**src/hdl/tbh_pkg.sv**
```systemverilog
// Shared types and constants for the two-bit level histogram.
`default_nettype none
package tbh_pkg;

	localparam int COUNT_WIDTH_DEF = 32;
	localparam int NUM_LANES       = 4;   // one lane per byte of the word
	localparam int FIELDS_PER_LANE = 4;
	localparam int NUM_LEVELS      = 4;
	localparam int NUM_STREAMS     = 16;
	localparam int NUM_CNT         = NUM_STREAMS * NUM_LEVELS;
	localparam int INC_W           = 4;   // up to eight samples per counter per word
	localparam int REM_W           = $clog2(NUM_CNT + 1);
	localparam int POS_W           = $clog2(NUM_CNT);
	localparam int APB_ADDR_W      = 3;
	localparam int APB_DATA_W      = 32;
	localparam int OUT_COUNT_W     = 32;

	// Register index, taken from paddr[2]
	localparam logic REG_STREAM_MODE = 1'b0;

	typedef enum logic [1:0] {
		MODE_2  = 2'd0,
		MODE_4  = 2'd1,
		MODE_8  = 2'd2,
		MODE_16 = 2'd3
	} stream_mode_t;

	localparam logic [1:0] LEVEL_TOP = 2'd3;

	typedef struct packed {
		logic [7:0] byte_0;
		logic [7:0] byte_1;
		logic [7:0] byte_2;
		logic [7:0] byte_3;
		logic       end_of_period;
	} sample_t;

	typedef struct packed {
		logic [3:0]             stream_index;
		logic [1:0]             level;
		logic [OUT_COUNT_W-1:0] count;
		logic                   last_of_dump;
	} result_t;

	// Per-byte level counts: [field][level], [pair][level], [level]
	typedef struct packed {
		logic [FIELDS_PER_LANE-1:0][NUM_LEVELS-1:0]      field_hot;
		logic [1:0][NUM_LEVELS-1:0][1:0]                 pair_cnt;
		logic [NUM_LEVELS-1:0][2:0]                      byte_cnt;
	} lane_cnt_t;

	typedef struct packed {
		logic valid;
		logic eop;
	} stage_ctl_t;

	typedef logic [NUM_CNT-1:0][INC_W-1:0]       inc_vec_t;
	typedef logic [NUM_CNT-1:0][OUT_COUNT_W-1:0] snap_vec_t;

endpackage
`default_nettype wire

```
**src/hdl/tbh_lane.sv**
```systemverilog
// One byte lane: decode four 2-bit samples and count levels per pair and per byte.
`default_nettype none
module tbh_lane (
	input  wire logic [7:0]        lane_byte,
	output tbh_pkg::lane_cnt_t     lane_cnt
);
	import tbh_pkg::*;

	always_comb begin
		lane_cnt = '0;
		for (int p = 0; p < FIELDS_PER_LANE; p++) begin
			for (int l = 0; l < NUM_LEVELS; l++) begin
				lane_cnt.field_hot[p][l] = (lane_byte[7 - 2*p -: 2] == 2'(l));
			end
		end
		for (int j = 0; j < 2; j++) begin
			for (int l = 0; l < NUM_LEVELS; l++) begin
				lane_cnt.pair_cnt[j][l] = 2'(lane_cnt.field_hot[2*j][l])
					+ 2'(lane_cnt.field_hot[2*j+1][l]);
			end
		end
		for (int l = 0; l < NUM_LEVELS; l++) begin
			lane_cnt.byte_cnt[l] = 3'(lane_cnt.pair_cnt[0][l]) + 3'(lane_cnt.pair_cnt[1][l]);
		end
	end

endmodule
`default_nettype wire

```
**config.mk**
```make
export PLATFORM = sky130hd
export DESIGN_NAME = tbh_lane
export DESIGN_NICKNAME = d
export VERILOG_FILES = /design/src/hdl/tbh_pkg.sv /design/src/hdl/tbh_lane.sv
export SDC_FILE = /design/constraint.sdc
export NUM_CORES = 1
export LEC_CHECK = 0
export ABC_AREA = 1
export BUFFER_PORTS_ARGS = -buffer_cell sky130_fd_sc_hd__buf_2
export CORE_AREA = 2 2 39 41
export DETAILED_ROUTE_END_ITERATION = 8
export DIE_AREA = 0 0 41 43
export PLACE_DENSITY = 0.86
export RECOVER_POWER = 100
export SETUP_SLACK_MARGIN = 0.4
export SKIP_LAST_GASP = 1
export SLEW_MARGIN = 20
export SYNTH_ARGS = -nofsm -noshare
export SYNTH_HDL_FRONTEND = slang
export SYNTH_SLANG_ARGS = --single-unit
```
**constraint.sdc**
```tcl
create_clock -name vclk -period 1.9
set_clock_uncertainty 0.2 [all_clocks]
set_input_delay 0.38 -clock vclk [all_inputs]
set_output_delay 0.38 -clock vclk [all_outputs]
set_load 0.02 [all_outputs]
```
==> results of run 1 <==
[kinds of logic after synthesis]
kind of cell | synth area share
and+or+nand+nor | 0.176
buffers and inverters | 0.225
adders and majority gates | 0.599
[Yosys cell counts]
cell / instances
inv_1: 23
fa_1: 4
nand2_1: 4
ha_1: 12
nor2_1: 14
[through the flow]
| stage | instance area [sq um] | TNS [ns] | util | hold WS [ns] |
|---|---|---|---|---|
| floorplan | 703 | -1.20 | - | 0.595 |
| global placement | 998 | -3.79 | 0.722 | 0.918 |
| detailed placement | 998 | -4.02 | 0.722 | 0.921 |
| CTS | 1290 | -2.07 | 0.930 | 0.849 |
[repair_timing]
action / 4_1_cts
resized for setup: 85
setup buffers: 1
pin swaps: 21
setup endpoints to repair: 39
==> flow_summary.json, run 1 <==
{
  "ys_seq_area_frac": 0,
  "grt_max_degree": 6,
  "dp.final_hpwl_mm": 1.28,
  "yosysTopAreaCellShare": 0.391,
  "avgSynthCellArea_sq_um": 6.74,
  "synth_cell_types": 5,
  "die_w_um": 41,
  "crit_endpoint": "lane_cnt[4]",
  "syn_inst": 57,
  "outcome": "stopped before the end",
  "synthTopCellsByArea": "ha_1 (39%), inv_1 (22%), fa_1 (21%)",
  "yosys_warnings": 0,
  "cts_hold_buf": 0,
  "error_line": "[ERROR DPL-0038] Utilization greater than 100%, impossible to legalize",
  "ios": 52,
  "lastStage": "global routing (5_1_grt)",
  "dieHeight_um": 43,
  "gp_congestion": 0.692,
  "place_ws_ns": -0.580,
  "synth_area_sq_um": 384,
  "synth_top_area_cell": "ha_1",
  "io_buffers": 52,
  "placed_cells": 127,
  "rows": 14,
  "initial_core_util": 0.278,
  "synth_nets": 81,
  "endpoint_type": "top-level output"
}
==> run 2: changes to the inputs <==
CORE_AREA = 2 2 63 65   (was 2 2 39 41)
DIE_AREA = 0 0 65 67   (was 0 0 41 43)
PLACE_DENSITY = default   (was 0.86)
PLACE_DENSITY_LB_ADDON = 0.15   (was default)
SETUP_SLACK_MARGIN = default   (was 0.4)
clock period = 2.5 ns   (was 1.9 ns; I/O delays follow)
==> run 2 against run 1 <==
  * The flow now finishes without violations
  * Synthesized cell count unchanged
  * Area after synthesis stayed put
==> flow_summary.json, run 2 <==
{
  "synth_nets": 81,
  "timing.final.crit_share": 0.988,
  "grt_use_total": 0.0701,
  "power_density_nw_per_um2": 249,
  "ios": 52,
  "drtPass1Iterations": 1,
  "synthToLayoutAreaGrowth_pct": 186,
  "dieArea_sq_um": 4360,
  "place_ws_ns": -0.227,
  "maxSlewHeadroom": 0.824,
  "swShare": 0.572,
  "setup_ws_ns": 0.0303,
  "synth_cell_types": 5,
  "synth_fa_ha_area_frac": 0.599,
  "crit_path_start_kind": "input port",
  "clock_buffers": 0,
  "maxSlewViolCount": 0,
  "initial_core_util": 0.107,
  "routed_via_density": 3.45,
  "yosysTopAreaCellShare": 0.391,
  "cp.arrival_ns": 1.77,
  "setup_viol": 0,
  "min_from": "lane_byte[0]",
  "maxCapViolations": 0,
  "synth-xor-area-share": 0,
  "syn_inst": 57,
  "pwr-share-comb": 1.000,
  "p_switching_mw": 0.157,
  "regArea_sq_um": 0,
  "crit_path_end_kind": "output port",
  "critPathMaxStageDelay_ns": 0.52,
  "avgSynthCellArea_sq_um": 6.74,
  "dpl_cell_area_sq_um": 842,
  "fin_nets": 141,
  "grt_max_degree": 6,
  "rsz0062_at_grt": "yes",
  "grt_pass1_vias": 553,
  "antenna_found_initial": 0,
  "yosys.area_share.simple": 0.176,
  "ant_nets": 0,
  "pwr-share-clk": 0,
  "wl_per_cell_um": 9.52,
  "worstHoldPathType": "in -> out",
  "sequential_cell_total": 0,
  "dieHeight_um": 67,
  "synth_top_area_cell": "ha_1",
  "rows": 22,
  "synth_area_sq_um": 384,
  "crit_path_max_fanout": 4,
  "instances_no_fill": 163,
  "yosys_warnings": 0,
  "intPower_mw": 0.117,
  "seqPwrFrac": 0,
  "cts_hold_buf": 0,
  "ir_worst_vdd_mv": 0.0948,
  "post-route-cell-area_sq_um": 1100,
  "io_buffers": 52,
  "synth_compound_gate_area_share": 0,
  "layout_commonest_cell": "clkbuf_1",
  "gr-total-overflow": 0,
  "drive_above_1_share": 0.696,
  "worst_ep_required_time_ns": 1.80,
  "outcome": "completed",
  "slowest_stage": "fa_2",
  "drcViolationCount": 0,
  "crit_type": "in -> out",
  "gp_congestion": 0.646,
  "synthTopCellsByArea": "ha_1 (39%), inv_1 (22%), fa_1 (21%)",
  "power_mw": 0.274,
  "drtIter0Drc": 0,
  "yosys.cell_count.top_type": "inv_1",
  "synthMuxAreaShare": 0,
  "die_w_um": 65,
  "final_cell_mix": "clkbuf_1 (21), buf_2 (19), nor2_4 (12), ha_4 (12)",
  "ys_seq_area_frac": 0,
  "finalHoldViolations": 0,
  "synth_top_family_by_area": "adder cells",
  "grt_pass1_wl_mm": 2.49,
  "routed_wl_mm": 1.55,
  "max_freq_mhz": 405,
  "insertedDiodeCount": 0,
  "tightest_slew_ns": 0.265,
  "netlist_top_cells_count": "inv_1 (23), nor2_1 (14), ha_1 (12)",
  "num_vias": 562,
  "core_area_sq_um": 3610,
  "period_minus_slack_ns": 2.47,
  "critPathLaunch": "lane_byte[7]",
  "dp.final_hpwl_mm": 1.36,
  "p_leak_nw": 0.505,
  "crit_chain": "buf_6 > nand2_2 > inv_2 > ha_4 > ha_4 > fa_2 > buf_6",
  "placed_cells": 158
}
[run 2: what timing repair did]
| action | 4_1_cts | 5_1_grt |
|---|---|---|
| gates resized for setup | 56 | 11 |
| buffers inserted | 4 | 1 |
| gates cloned | 0 | 0 |
| pin swaps | 16 | 16 |
| endpoints found under the setup margin | 6 | 5 |
[run 2: metrics by stage]
stage / hold slack, ns / util / TNS [ns]
after floorplan: 0.831 / - / -0.0318
after global placement: 1.13 / 0.234 / -0.720
after detailed placement: 1.13 / 0.234 / -0.838
after CTS: 1.09 / 0.298 / -0.0453
after global routing: 1.11 / 0.305 / -0.0286
final: 1.10 / 0.305 / 0
[run 2: cells by family after synthesis]
logic type,count (synthesis)
and+or+nand+nor,18
buffers and inverters,23
adders and majority gates,16
[run 2: final cells by class]
cell class	count	area, sq um
tap	48	60.1
multi-input combinational	34	551
inverter	23	101
fill	430	2510
timing repair buffer	58	388
[run 2: worst paths after layout]
path,slack (ns),endpoint,depth (start not counted)
worst max-delay path,0.03,lane_cnt[10],7
worst min-delay path,1.10,lane_cnt[40],3
[run 2: power by group through the flow]
stage,clock network [mW],registers (mW),logic [mW]
CTS,0,0,0.268
global route,0,0,0.300
global placement,0,0,0.210
floorplan,0,0,0.154
finish,0,0,0.274
detailed placement,0,0,0.212
[run 2: layer usage]
metal | GRT usage | share of wire
met1 | 0.0874 | 0.42
met2 | 0.139 | 0.52
met4 | 0 | 0
met5 | 0 | 0
met3 | 0.00338 | 0.067
[run 2: critical path, delay by kind of cell]
kind          cells  cell delay, ns
fa+ha+maj         3            0.91
buf+inv           3            0.27
simple gates      1            0.07
No activity file was read; power rests on OpenSTA's default activity.
