**src/hdl/tbh_pkg.sv**
```systemverilog
// Shared types and constants for the two-bit level histogram.
`default_nettype none
package tbh_pkg;

	localparam int COUNT_WIDTH_DEF = 32;
	localparam int NUM_LANES       = 4;   // one lane per byte of the word
	localparam int FIELDS_PER_LANE = 4;
	localparam int NUM_LEVELS      = 4;
	localparam int NUM_STREAMS     = 16;
	localparam int NUM_CNT         = NUM_STREAMS * NUM_LEVELS;
	localparam int INC_W           = 4;   // up to eight samples per counter per word
	localparam int REM_W           = $clog2(NUM_CNT + 1);
	localparam int POS_W           = $clog2(NUM_CNT);
	localparam int APB_ADDR_W      = 3;
	localparam int APB_DATA_W      = 32;
	localparam int OUT_COUNT_W     = 32;

	// Register index, taken from paddr[2]
	localparam logic REG_STREAM_MODE = 1'b0;

	typedef enum logic [1:0] {
		MODE_2  = 2'd0,
		MODE_4  = 2'd1,
		MODE_8  = 2'd2,
		MODE_16 = 2'd3
	} stream_mode_t;

	localparam logic [1:0] LEVEL_TOP = 2'd3;

	typedef struct packed {
		logic [7:0] byte_0;
		logic [7:0] byte_1;
		logic [7:0] byte_2;
		logic [7:0] byte_3;
		logic       end_of_period;
	} sample_t;

	typedef struct packed {
		logic [3:0]             stream_index;
		logic [1:0]             level;
		logic [OUT_COUNT_W-1:0] count;
		logic                   last_of_dump;
	} result_t;

	// Per-byte level counts: [field][level], [pair][level], [level]
	typedef struct packed {
		logic [FIELDS_PER_LANE-1:0][NUM_LEVELS-1:0]      field_hot;
		logic [1:0][NUM_LEVELS-1:0][1:0]                 pair_cnt;
		logic [NUM_LEVELS-1:0][2:0]                      byte_cnt;
	} lane_cnt_t;

	typedef struct packed {
		logic valid;
		logic eop;
	} stage_ctl_t;

	typedef logic [NUM_CNT-1:0][INC_W-1:0]       inc_vec_t;
	typedef logic [NUM_CNT-1:0][OUT_COUNT_W-1:0] snap_vec_t;

endpackage
`default_nettype wire

```
**src/hdl/tbh_merge.sv**
```systemverilog
// Merge stage: combine lane counts into per-counter increments for the stream mode.
`default_nettype none
module tbh_merge (
	input  wire logic                                      clk,
	input  wire logic                                      arst_n,
	input  wire logic                                      advance,
	input  wire tbh_pkg::stream_mode_t                     mode,
	input  wire tbh_pkg::stage_ctl_t                       ctl_s1,
	input  wire tbh_pkg::lane_cnt_t [tbh_pkg::NUM_LANES-1:0] lanes,
	output tbh_pkg::stage_ctl_t                            ctl_s2,
	output tbh_pkg::inc_vec_t                              inc_s2
);
	import tbh_pkg::*;

	inc_vec_t inc_d;

	for (genvar s = 0; s < NUM_STREAMS; s++) begin : gen_s
		for (genvar l = 0; l < NUM_LEVELS; l++) begin : gen_l
			logic [INC_W-1:0] v16, v8, v4, v2, inc_sel;

			assign v16 = INC_W'(lanes[s/4].field_hot[s%4][l]);
			if (s < 8) begin : gen_v8
				assign v8 = INC_W'(lanes[s/2].pair_cnt[s%2][l]);
			end else begin : gen_v8_off
				assign v8 = '0;
			end
			if (s < 4) begin : gen_v4
				assign v4 = INC_W'(lanes[s].byte_cnt[l]);
			end else begin : gen_v4_off
				assign v4 = '0;
			end
			if (s < 2) begin : gen_v2
				assign v2 = INC_W'(lanes[2*s].byte_cnt[l]) + INC_W'(lanes[2*s+1].byte_cnt[l]);
			end else begin : gen_v2_off
				assign v2 = '0;
			end

			always_comb begin
				unique case (mode)
					MODE_2:  inc_sel = v2;
					MODE_4:  inc_sel = v4;
					MODE_8:  inc_sel = v8;
					MODE_16: inc_sel = v16;
					default: inc_sel = '0;
				endcase
			end

			assign inc_d[s*NUM_LEVELS + l] = inc_sel;
		end
	end

	always_ff @(posedge clk or negedge arst_n) begin
		if (!arst_n) begin
			ctl_s2 <= '0;
		end else if (advance) begin
			ctl_s2 <= ctl_s1;
		end
	end

	always_ff @(posedge clk) begin
		if (advance) begin
			inc_s2 <= inc_d;
		end
	end

endmodule
`default_nettype wire

```
**config.mk**
```make
export PLATFORM = sky130hd
export DESIGN_NAME = tbh_merge
export DESIGN_NICKNAME = d
export VERILOG_FILES = /design/src/hdl/tbh_pkg.sv /design/src/hdl/tbh_merge.sv
export SDC_FILE = /design/constraint.sdc
export NUM_CORES = 1
export LEC_CHECK = 0
export ABC_AREA = 1
export ABC_CLOCK_PERIOD_IN_PS = 1800
export BUFFER_PORTS_ARGS = -buffer_cell sky130_fd_sc_hd__buf_2
export CORE_AREA = 2 2 172 174
export CTS_CLUSTER_SIZE = 8
export DETAILED_ROUTE_END_ITERATION = 8
export DIE_AREA = 0 0 174 176
export MAX_ROUTING_LAYER = met4
export PLACE_DENSITY_LB_ADDON = 0.25
export SLEW_MARGIN = 20
export SYNTH_ARGS = -nofsm -noshare
export SYNTH_HDL_FRONTEND = slang
export SYNTH_SLANG_ARGS = --single-unit
```
**constraint.sdc**
```tcl
create_clock -name clk -period 1.8 [get_ports clk]
set_input_delay 0.18 -clock clk [delete_from_list [all_inputs] [get_ports clk]]
set_output_delay 0.18 -clock clk [all_outputs]
set_load 0.05 [all_outputs]
```
==> results of run 1 <==
-- registers in the layout, indices dropped and copies added, names as in the netlist --
signal,count
ctl_s2,2
inc_s2,120
-- routing by layer --
layer | vias up | global-route usage, %
met3 | 24 | 4.974
met2 | 313 | 26.78
met1 | 2536 | 15.22
li1 | 2638 | -
met5 | - | -
met4 | 0 | 4.727
-- cell usage in the layout (no fill, tap or decap) --
master         Yosys  routed
clkinvlp_4         0       3
o21ai_1            6       6
nand3_1           48      48
bufinv_16          0       5
clkbuf_16          0      17
nand4_1            8       8
dlygate4sd3_1      0       3
nor2_8             3       3
dfrtp_1            2       2
clkbuf_8           0       5
ha_1              24      24
clkinv_4           0       1
buf_2              8     303
fa_1               8       8
buf_4            141      13
inv_4              1       1
nand2_4            1       1
o21ai_2            2       2
clkinv_2           0       1
inv_2              5       5
a21oi_1           16      16
inv_1             93      93
nand2_1          143     143
edfxtp_1         120     120
nor2_1            65      65
diode_2            0       4
conb_1             1     136
o21ai_0            7       7
buf_12             0       1
-- power groups by stage --
| stage | Sequential (mW) | Combinational [mW] | Clock, mW |
|---|---|---|---|
| after floorplan | 4.36 | 1.22 | 0 |
| after global placement | 3.51 | 2.51 | 0 |
| after detailed placement | 3.51 | 2.51 | 0 |
| after CTS | 3.45 | 2.52 | 4.05 |
| after global routing | 3.48 | 2.65 | 4.16 |
| final | 3.45 | 2.49 | 3.95 |
-- final timing paths --
kind	from	to	slack (ns)	cells past startpoint
setup reg to reg	ctl_s2[1]	ctl_s2[1]	1.17	2
max in group asynchronous	arst_n	ctl_s2[1]	1.63	2
setup / recovery	inc_s2[21]	inc_s2[21]	0.54	1
min in group asynchronous	arst_n	ctl_s2[0]	0.07	2
hold / removal	lanes[76]	inc_s2[80]	0.03	3
hold reg to reg	ctl_s2[0]	ctl_s2[0]	0.52	2
-- per-stage QoR --
stage	setup WS (ns)	instances	hold slack (ns)	utilization (%)
3_5_place_dp	0.2041	1389	-0.02880	29.49
2_1_floorplan	0.5682	843	-0.1156	-
4_1_cts	0.4608	1424	0.001503	31.98
5_1_grt	0.4309	1428	0.01904	32.01
3_3_place_gp	0.2077	1389	-0.03029	29.49
6_report	0.5357	1428	0.02808	32.01
-- logic make-up (layout without fill, tap and decap cells) --
group / count (synthesis) / after routing / synth area share [%]
AO/OA/AOI/OAI: 31 / 31 / 2.336
adder cells (fa/ha/maj): 32 / 32 / 6.613
buffers and inverters: 254 / 451 / 22.12
flip-flops: 122 / 122 / 52.47
other: 1 / 140 / 0.05386
AND/OR/NAND/NOR: 268 / 268 / 16.41
-- layout make-up --
class / count / area, µm² / area share, %
sequential: 122 / 3654 / 39.98
clock inverter: 10 / 186.4 / 2.040
clock buffer: 22 / 494.2 / 5.408
timing repair buffer: 320 / 1664 / 18.21
multi-input combinational: 467 / 2276 / 24.90
antenna: 4 / 10.01 / 0.1095
inverter: 99 / 374.1 / 4.094
tap: 384 / 480.5 / 5.257
-- repair_timing --
| item | CTS | global route |
|---|---|---|
| buffers inserted | 0 | 0 |
| endpoints found under the hold margin | 4 | 0 |
| hold buffers | 3 | 0 |
==> metrics.cfg, run 1 <==
[status]
run_status = finished clean

[grt]
track_usage_pct = 14.84
first_global_vias = 5222
grt_start_max_net_pins = 89
antenna_found_initial = 4
global_route.overflow_total = 0
grt_pass1_wl_um = 32030

[cells_and_area]
final_net_count = 1242
syn_to_final_growth_pct = 31.25
drive_above_1_share_pct = 34.71
stdcell_area_mm2 = 0.009139
nFillCells = 3025

[power_and_ir_drop]
power_per_cell_area_mw_per_mm2 = 1083
power.sequential.fraction_pct = 34.9
power.ir.vdd_worst_v = 0.0005072
comb_power_share_pct = 25.2
netSwitchingFraction_pct = 34.23
power_leakage_nw = 4.606
p_sw_mw = 3.387
p_int_mw = 6.508
power_mw = 9.894
clock_power_share_pct = 39.9

[sta]
fin_crit_ns = 1.264
clock.fmax_ghz = 0.7910
slew_headroom_pct = 65.41
slew_viol_final = 0
setup-violations-final = 0
clock_skew_ns = 0
rsz0062_at_grt = no
final_hold_vios = 0
max_slew.worst_pin.slew_ns = 0.5188
setup_total_negative_slack_ns = 0
fin_crit_sh_pct = 70.24

[worst_setup_path]
path_class = register to output port
critical_path.n_buffers_inverters = 1
timing.critical_path.arrival_ns = 1.08
path_delay_family = flip-flops
path_cells = buf_2
critPathRequiredTime_ns = 1.62
path_max_fanout = 1
max_stage_delay_ns = 0.37
timing.critical_path.from_type = register
capturing_element_type_of_the_critical_path = output port
crit_path_top_delay_cell = edfxtp_1

[floorplan]
top_level_ports = 441
die_area_mm2 = 0.03062
floorplan.core_area_mm2 = 0.02855
row_count = 62
initial_standard_cell_utilization_of_the_core_pct = 24.39
die_width_um = 174
dieHeight_um = 176

[clock_tree]
tritoncts.num_buffers = 17
cts_root_buffer = clkbuf_16
ctsResizeCount = 0
clock_insertion_delay_worst_skew_ns = 0.42
cts-root-to-sink-buffers = 2
clock_tree_from_tritoncts = yes
clkTransAtPathRegs_ns = 0.06
numClockSinks = 122
htreeDepth = 4

[detailed_routing]
routed_wl_um = 22610
vias_per_instance = 3.859
route.top_layer_used = met4
drt_drc_violations_left = 0
drt_iter0_drc = 299
wl_met1_um = 8223
drt-wirelength-per-cell_um = 15.83
dr_wl_met2_um = 12000
via_count = 5511
first_pass_iters = 4
met3WireLength_um = 2040
drtAntennaViolNets = 0

[yosys]
netlist_area_mm2 = 0.006963
most_frequent_cell_after_synthesis = nand2_1
synthDominantCellAreaShare_pct = 51.75
synth.yosys.warnings = 0
synth-edff-count = 120
synth_largest_area_cell = edfxtp_1
netlist_top_cells_count = 143 x nand2_1, 141 x buf_4, 120 x edfxtp_1
yosys_register_bits = 122
number_of_distinct_standard_cells_referenced_by_the_synthesized_netlist = 21
synth.yosys.seq_area_share_pct = 52.47
cell_types_with_the_largest_area_share_after_synthesis = edfxtp_1 52%, buf_4 15%, nand2_1 7.7%
yosys_most_used_dff = edfxtp_1
ffs_w_async_s_r_synth_pct = 1.639
syn_inst = 708
synth.avg_cell_area_um2 = 9.835

[flow_run]
max-cap-violations = 0

[placement]
dpl-instance-area_mm2 = 0.008418
port_buffers = 304
hpwl_um = 17970
gp_routability_congestion = 0.7798

[worst_hold_path]
hold_path_class = primary input to register

(Power assumes the default switching activity.)
==> run 2, diff against run 1 <==
--- a/config.mk
+++ b/config.mk
@@ -5,8 +5,8 @@
 export SDC_FILE = /design/constraint.sdc
 export NUM_CORES = 1
 export LEC_CHECK = 0
-export ABC_AREA = 1
-export ABC_CLOCK_PERIOD_IN_PS = 1800
+export ABC_AREA = 0
+export ABC_CLOCK_PERIOD_IN_PS = 1300
 export BUFFER_PORTS_ARGS = -buffer_cell sky130_fd_sc_hd__buf_2
 export CORE_AREA = 2 2 172 174
 export CTS_CLUSTER_SIZE = 8
==> constraint.sdc (replaced) <==
create_clock -name clk -period 1.3 [get_ports clk]
set_input_delay 0.13 -clock clk [delete_from_list [all_inputs] [get_ports clk]]
set_output_delay 0.13 -clock clk [all_outputs]
set_load 0.05 [all_outputs]
==> run 2 against run 1 <==
  * Worst hold slack worse by 0.0075 ns
  * Sequential share of layout area fell by 2.4 points
  * Largest power group is now registers
  * Final area increased by 6.4%
  * Clock power increased by 19%
==> metrics.cfg, run 2 <==
[worst_setup_path]
critical_path.n_buffers_inverters = 1  ; unchanged
path_class = register to output port
timing.critical_path.depth = 1  ; unchanged
timing.reg2reg.worst_path_depth = 1  ; -1
regToRegStartpoint = ctl_s2[0]
capturing_element_type_of_the_critical_path = output port
reg2reg_setup_slack_ns = 0.56  ; -0.61 ns
timing.critical_path.from_type = register
critPathRequiredTime_ns = 1.17  ; -0.45 ns
path_cells = clkbuf_4
max_stage_delay_ns = 0.44  ; +0.07 ns
crit_path_top_delay_cell = edfxtp_1
r2r-end = ctl_s2[0]
path_max_fanout = 1  ; unchanged
path_delay_family = flip-flops
timing.critical_path.arrival_ns = 1.10  ; +0.02 ns
setup.worst_path.start = inc_s2[29]
cp-endpoint = inc_s2[29]

[placement]
dpl-instance-area_mm2 = 0.008822  ; +4.8%
placed_cells_incl_taps = 1251  ; -9.9%
port_buffers = 304  ; unchanged
gp_routability_congestion = 0.7464  ; -4.3%
hpwl_um = 17330  ; -3.5%

[floorplan]
die_width_um = 174  ; unchanged
initial_standard_cell_utilization_of_the_core_pct = 24.38  ; about the same
row_count = 62  ; unchanged
dieHeight_um = 176  ; unchanged
die_area_mm2 = 0.03062  ; unchanged
floorplan.core_area_mm2 = 0.02855  ; unchanged
top_level_ports = 441  ; unchanged

[power_and_ir_drop]
power.ir.vdd_worst_v = 0.0007482  ; +48%
p_sw_mw = 4.552  ; +34%
p_int_mw = 8.635  ; +33%
netSwitchingFraction_pct = 34.52  ; +0.29 points
clock_power_share_pct = 35.7  ; -4.2 points
power_per_cell_area_mw_per_mm2 = 1356  ; +25%
power.sequential.fraction_pct = 36.3  ; +1.4 points
power_leakage_nw = 4.580  ; -0.57%
comb_power_share_pct = 27.9  ; +2.7 points

[grt]
antenna_found_initial = 4  ; unchanged
grt_start_max_net_pins = 44  ; -51%
track_usage_pct = 14.18  ; -0.66 points
global_route.overflow_total = 0  ; unchanged
grt_pass1_wl_um = 30640  ; -4.3%
first_global_vias = 4980  ; -4.6%

[detailed_routing]
via_count = 5078  ; -7.9%
drt_drc_violations_left = 0  ; unchanged
first_pass_iters = 4  ; unchanged
drt_iter0_drc = 191  ; -36%
drtAntennaViolNets = 0  ; unchanged
drt-wirelength-per-cell_um = 16.43  ; +3.8%
vias_per_instance = 3.856  ; about the same
routed_wl_um = 21640  ; -4.3%

[yosys]
combinational_family_with_the_most_area_after_synthesis = buffers and inverters
yosys_register_bits = 122  ; unchanged
ffs_w_async_s_r_synth_pct = 1.639  ; unchanged
synth_xor_area_share_pct = 1.007  ; +1.0 points
yosys_most_used_dff = edfxtp_1
synthMuxAreaShare_pct = 6.652  ; +6.7 points
synth.avg_cell_area_um2 = 13.01  ; +32%
synth.yosys.warnings = 0  ; unchanged
netlist_top_cells_count = 140 x buf_4, 120 x edfxtp_1, 32 x and3_1
number_of_distinct_standard_cells_referenced_by_the_synthesized_netlist = 27  ; +29%
synthDominantCellAreaShare_pct = 51.78  ; about the same
synth_compound_area_share_pct = 5.592  ; +3.3 points
synth.yosys.seq_area_share_pct = 52.50  ; about the same
synth-edff-count = 120  ; unchanged
synth_largest_area_cell = edfxtp_1
synth_simple_gate_area_share_pct = 9.223  ; -7.2 points
netlist_area_mm2 = 0.006959  ; about the same
most_frequent_cell_after_synthesis = buf_4
syn_inst = 535  ; -24%
synthAdderAreaFrac_pct = 6.616  ; about the same
cell_types_with_the_largest_area_share_after_synthesis = edfxtp_1 52%, buf_4 15%, ha_1 4.3%

[sta]
final_hold_vios = 0  ; unchanged
slew_viol_final = 0  ; unchanged
clock_skew_ns = 0  ; unchanged
setup-violations-final = 0  ; unchanged
rsz0062_at_grt = no
final.hold.worst_slack_ns = 0.02058  ; -0.007491 ns
setup_total_negative_slack_ns = 0  ; unchanged
fin_crit_ns = 1.232
fin_crit_sh_pct = 94.75
clock.fmax_ghz = 0.8118

[worst_hold_path]
holdPathStages = 2  ; -1
hold_path_class = primary input to register

[cells_and_area]
largest_register_ffs = 120  ; unchanged
syn_to_final_growth_pct = 39.75
final_net_count = 1131  ; -8.9%
drive_above_1_share_pct = 43.06  ; +8.3 points
most_common_library_cell_in_the_layout_ignoring_fill_and_taps = buf_2
stdcell_area_mm2 = 0.009726  ; +6.4%
multi_input_comb_area_mm2 = 0.002535  ; +11%
final_cell_count_no_fill = 1317  ; -7.8%
layout.cells.most_common_list = 300 x buf_2, 136 x conb_1, 120 x edfxtp_1, 47 x buf_4, 32 x and3_1
nFillCells = 2923  ; -3.4%
layout_top_registers = inc_s2 x120, ctl_s2 x2
most_flops_register = inc_s2
post-route-util_pct = 34.07  ; +2.1 points
register_area_mm2 = 0.003654  ; unchanged

[clock_tree]
clock_tree_from_tritoncts = yes
cts-root-to-sink-buffers = 2  ; unchanged
clkTransAtPathRegs_ns = 0.06  ; about the same
htreeDepth = 4  ; unchanged
postCtsSetupBuffers = 0  ; unchanged
clock_insertion_delay_worst_skew_ns = 0.41  ; about the same
numClockSinks = 122  ; unchanged
tritoncts.num_buffers = 17  ; unchanged
cts_root_buffer = clkbuf_16

[status]
run_status = finished clean

[flow_run]
max-cap-violations = 0  ; unchanged

run 2: final cells by class:
cell class              instances  area share, %
diodes                          4         0.1029
clock buffers                  19          4.451
clock inverters                13          1.557
inverters                      29          1.119
multi-input cells             358          26.06
flip-flops and latches        122          37.57
well taps                     384          4.940
repair buffers                388          24.20
run 2: what timing repair did:
| action | CTS | global route |
|---|---|---|
| gates resized for setup | 2 | 1 |
| endpoints found under the hold margin | 30 | 0 |
| hold buffers | 30 | 0 |
| endpoints found under the setup margin | 1 | 1 |
run 2: how the worst min path moves through the flow:
stage	slack, ns	from	end
CTS	0.0006	lanes[99]	inc_s2[46]
finish	0.02	lanes[96]	inc_s2[42]
global placement	-0.08	arst_n	ctl_s2[1]
floorplan	-0.17	arst_n	ctl_s2[0]
global route	0.009	lanes[99]	inc_s2[46]
detailed placement	-0.08	arst_n	ctl_s2[0]
run 2: stage by stage:
| stage | worst slack [ns] | total power [mW] |
|---|---|---|
| global placement | -0.2117 | 8.517 |
| detailed placement | -0.2351 | 8.521 |
| finish | 0.06824 | 13.19 |
| floorplan | 0.04489 | 7.768 |
| CTS | 0.01099 | 13.39 |
| global route | 0.01008 | 13.72 |
run 2: cells by family (layout without fill, tap and decap cells):
| logic type | after synthesis | after routing |
|---|---|---|
| multiplexers | 35 | 35 |
| XOR/XNOR | 8 | 8 |
| AO/OA/AOI/OAI | 48 | 48 |
| AND/OR/NAND/NOR | 99 | 99 |
| other | 1 | 140 |
| flip-flops | 122 | 122 |
| buffers and inverters | 190 | 449 |
| adder cells (fa/ha/maj) | 32 | 32 |
run 2: power groups by stage:
stage / registers, mW / clock network (mW) / logic, mW
6_report: 4.79 / 4.71 / 3.68
5_1_grt: 4.82 / 5.01 / 3.88
4_1_cts: 4.80 / 4.86 / 3.73
3_5_place_dp: 4.87 / 0 / 3.65
3_3_place_gp: 4.87 / 0 / 3.65
2_1_floorplan: 6.04 / 0 / 1.73
run 2: metal layers:
layer	GRT usage, %	vias to the layer above	share of wire (%)
li1	-	2397	-
met1	14.59	2380	37
met2	26.18	290	54
met3	4.156	11	8.6
met4	4.132	0	0.99
met5	-	-	0
==> run 3, diff against run 2 <==
==> constraint.sdc (replaced) <==
create_clock -name clk -period 1.3 [get_ports clk]
set_input_delay 0.325 -clock clk [delete_from_list [all_inputs] [get_ports clk]]
set_output_delay 0.325 -clock clk [all_outputs]
set_load 0.05 [all_outputs]
==> run 3 against run 2 <==
  * The run now ends with negative setup slack left
  * Register-to-register slack worse by 0.14 ns
  * Global-route usage is 0.11 points higher
  * Worst setup slack got worse by 0.13 ns
  * Clock power rose by 8.1%
  * Critical path depth is the same
  * Total power rose by 6.5%
  * Die area unchanged
  * Wire length grew 0.98%
  * Combinational power is 11% higher
  * Critical path type unchanged
  * Critical endpoint unchanged
==> metrics.cfg, run 3 (synthesized netlist as in run 2, its figures left out) <==
[status]
run_status = finished, violations left
violations = negative setup slack

[grt]
grt_start_max_net_pins = 35  ; -20%
global_route.overflow_total = 0  ; unchanged
track_usage_pct = 14.30  ; +0.11 points
first_global_vias = 5061  ; +1.6%
antenna_found_initial = 5  ; +1
grt_pass1_wl_um = 31030  ; +1.3%

[clock_tree]
clock_insertion_delay_worst_skew_ns = 0.41  ; about the same
clkTransAtPathRegs_ns = 0.06  ; about the same
clock_tree_from_tritoncts = yes
htreeDepth = 4  ; unchanged
cts-root-to-sink-buffers = 2  ; unchanged
cts_root_buffer = clkbuf_16
tritoncts.num_buffers = 17  ; unchanged
numClockSinks = 122  ; unchanged

[placement]
port_buffers = 304  ; unchanged
hpwl_um = 17530  ; +1.2%
gp_routability_congestion = 0.7652  ; +2.5%
dpl-instance-area_mm2 = 0.009019  ; +2.2%
post-place-ws_ns = -0.4279  ; -0.1928 ns

[detailed_routing]
drtAntennaViolNets = 0  ; unchanged
via_count = 5069  ; -0.18%
drt_drc_violations_left = 0  ; unchanged
first_pass_iters = 4  ; unchanged
drt_iter0_drc = 238  ; +25%
vias_per_instance = 3.896  ; +1.1%
drt-wirelength-per-cell_um = 16.79  ; +2.2%
routed_wl_um = 21850  ; +0.98%

[floorplan]
initial_standard_cell_utilization_of_the_core_pct = 24.38  ; unchanged
top_level_ports = 441  ; unchanged
die_area_mm2 = 0.03062  ; unchanged
floorplan.core_area_mm2 = 0.02855  ; unchanged
dieHeight_um = 176  ; unchanged
row_count = 62  ; unchanged
die_width_um = 174  ; unchanged

[sta]
fin_crit_ns = 1.360  ; +0.1286 ns
max_slew.worst_pin.slew_ns = 0.8028
clock_skew_ns = 0  ; unchanged
final_hold_vios = 0  ; unchanged
fin_crit_sh_pct = 104.6  ; +9.9 points
clock.fmax_ghz = 0.7351  ; -9.5%
rsz0062_at_grt = yes
slew_headroom_pct = 46.42
post-route-worst-setup-slack_ns = -0.06036  ; -0.1286 ns
slew_viol_final = 0  ; unchanged
final.hold.worst_slack_ns = 0.1377  ; +0.1171 ns
setup-violations-final = 20  ; +20

[power_and_ir_drop]
power_mw = 14.05  ; +6.5%
power_per_cell_area_mw_per_mm2 = 1340  ; -1.1%
power_leakage_nw = 4.814  ; +5.1%
power.ir.vdd_worst_v = 0.0007610  ; +1.7%

[worst_setup_path]
timing.critical_path.from_type = register
crit_path_top_delay_cell = edfxtp_1
path_cells = buf_6
timing.critical_path.arrival_ns = 1.04  ; -0.06 ns
critical_path.n_buffers_inverters = 1  ; unchanged
capturing_element_type_of_the_critical_path = output port
path_class = register to output port
path_max_fanout = 1  ; unchanged
critPathRequiredTime_ns = 0.98  ; -0.19 ns
path_delay_family = flip-flops
max_stage_delay_ns = 0.43  ; about the same

[cells_and_area]
layout.cells.most_common_list = 177 x buf_2, 136 x conb_1, 125 x buf_6, 120 x edfxtp_1, 61 x buf_4
most_common_library_cell_in_the_layout_ignoring_fill_and_taps = buf_2
largest_register_ffs = 120  ; unchanged
drive_above_1_share_pct = 48.57  ; +5.5 points
layout_top_registers = inc_s2 x120, ctl_s2 x2
syn_to_final_growth_pct = 50.59
stdcell_area_mm2 = 0.01048  ; +7.8%
most_flops_register = inc_s2
final_net_count = 1115  ; -1.4%

[worst_hold_path]
hold_path_class = primary input to register

[flow_run]
max-cap-violations = 0  ; unchanged

-- run 3: path summary, 6_finish.rpt --
check                      cells after the start    endpoint  slack [ns]       start
hold reg to reg                                1   ctl_s2[1]        0.54   ctl_s2[1]
setup / recovery                               1  inc_s2[29]       -0.06  inc_s2[29]
max in group asynchronous                      2   ctl_s2[0]        0.99      arst_n
min in group asynchronous                      2   ctl_s2[1]        0.21      arst_n
hold / removal                                 2   ctl_s2[1]        0.14   ctl_s1[1]
setup reg to reg                               2   ctl_s2[0]        0.42   ctl_s2[0]
-- run 3: per-layer routing --
layer | vias to the layer above | track usage (%) | share of wire (%) | wire (µm)
met5 | - | - | 0 | 0
met4 | 0 | 5.882 | 2.1 | 453
met3 | 18 | 4.328 | 8.4 | 1833
met2 | 289 | 25.68 | 53 | 11690
met1 | 2396 | 14.53 | 36 | 7872
li1 | 2366 | - | - | -
-- run 3: through the flow --
| stage | std cells | setup TNS [ns] | utilization, % |
|---|---|---|---|
| after floorplan | 670 | -1.239 | - |
| after global placement | 1263 | -17.29 | 31.59 |
| after detailed placement | 1263 | -17.73 | 31.59 |
| after CTS | 1296 | -1.727 | 36.50 |
| after global routing | 1301 | -3.581 | 36.71 |
| final | 1301 | -0.2538 | 36.71 |
-- run 3: timing repair --
| action | CTS | global route |
|---|---|---|
| endpoints found under the hold margin | 2 | 0 |
| pin swaps | 0 | 7 |
| hold buffers | 1 | 0 |
| gates resized for setup | 244 | 11 |
| setup buffers | 1 | 0 |
| setup endpoints to repair | 122 | 126 |
-- run 3: area by class of cell --
class | instances | area (µm²)
inverters | 29 | 108.9
multi-input cells | 358 | 2683
repair buffers | 372 | 2922
well taps | 384 | 480.5
clock buffers | 17 | 425.4
diodes | 5 | 12.51
clock inverters | 14 | 195.2
fillers | 2817 | 18070
flip-flops and latches | 122 | 3654
-- run 3: power breakdown --
| group | switching, mW | internal [mW] | leakage [nW] | total (mW) |
|---|---|---|---|---|
| Clock | 1.88 | 3.21 | 0.303 | 5.09 |
| Sequential | 0.152 | 4.71 | 1.18 | 4.86 |
| Combinational | 2.77 | 1.33 | 3.33 | 4.10 |
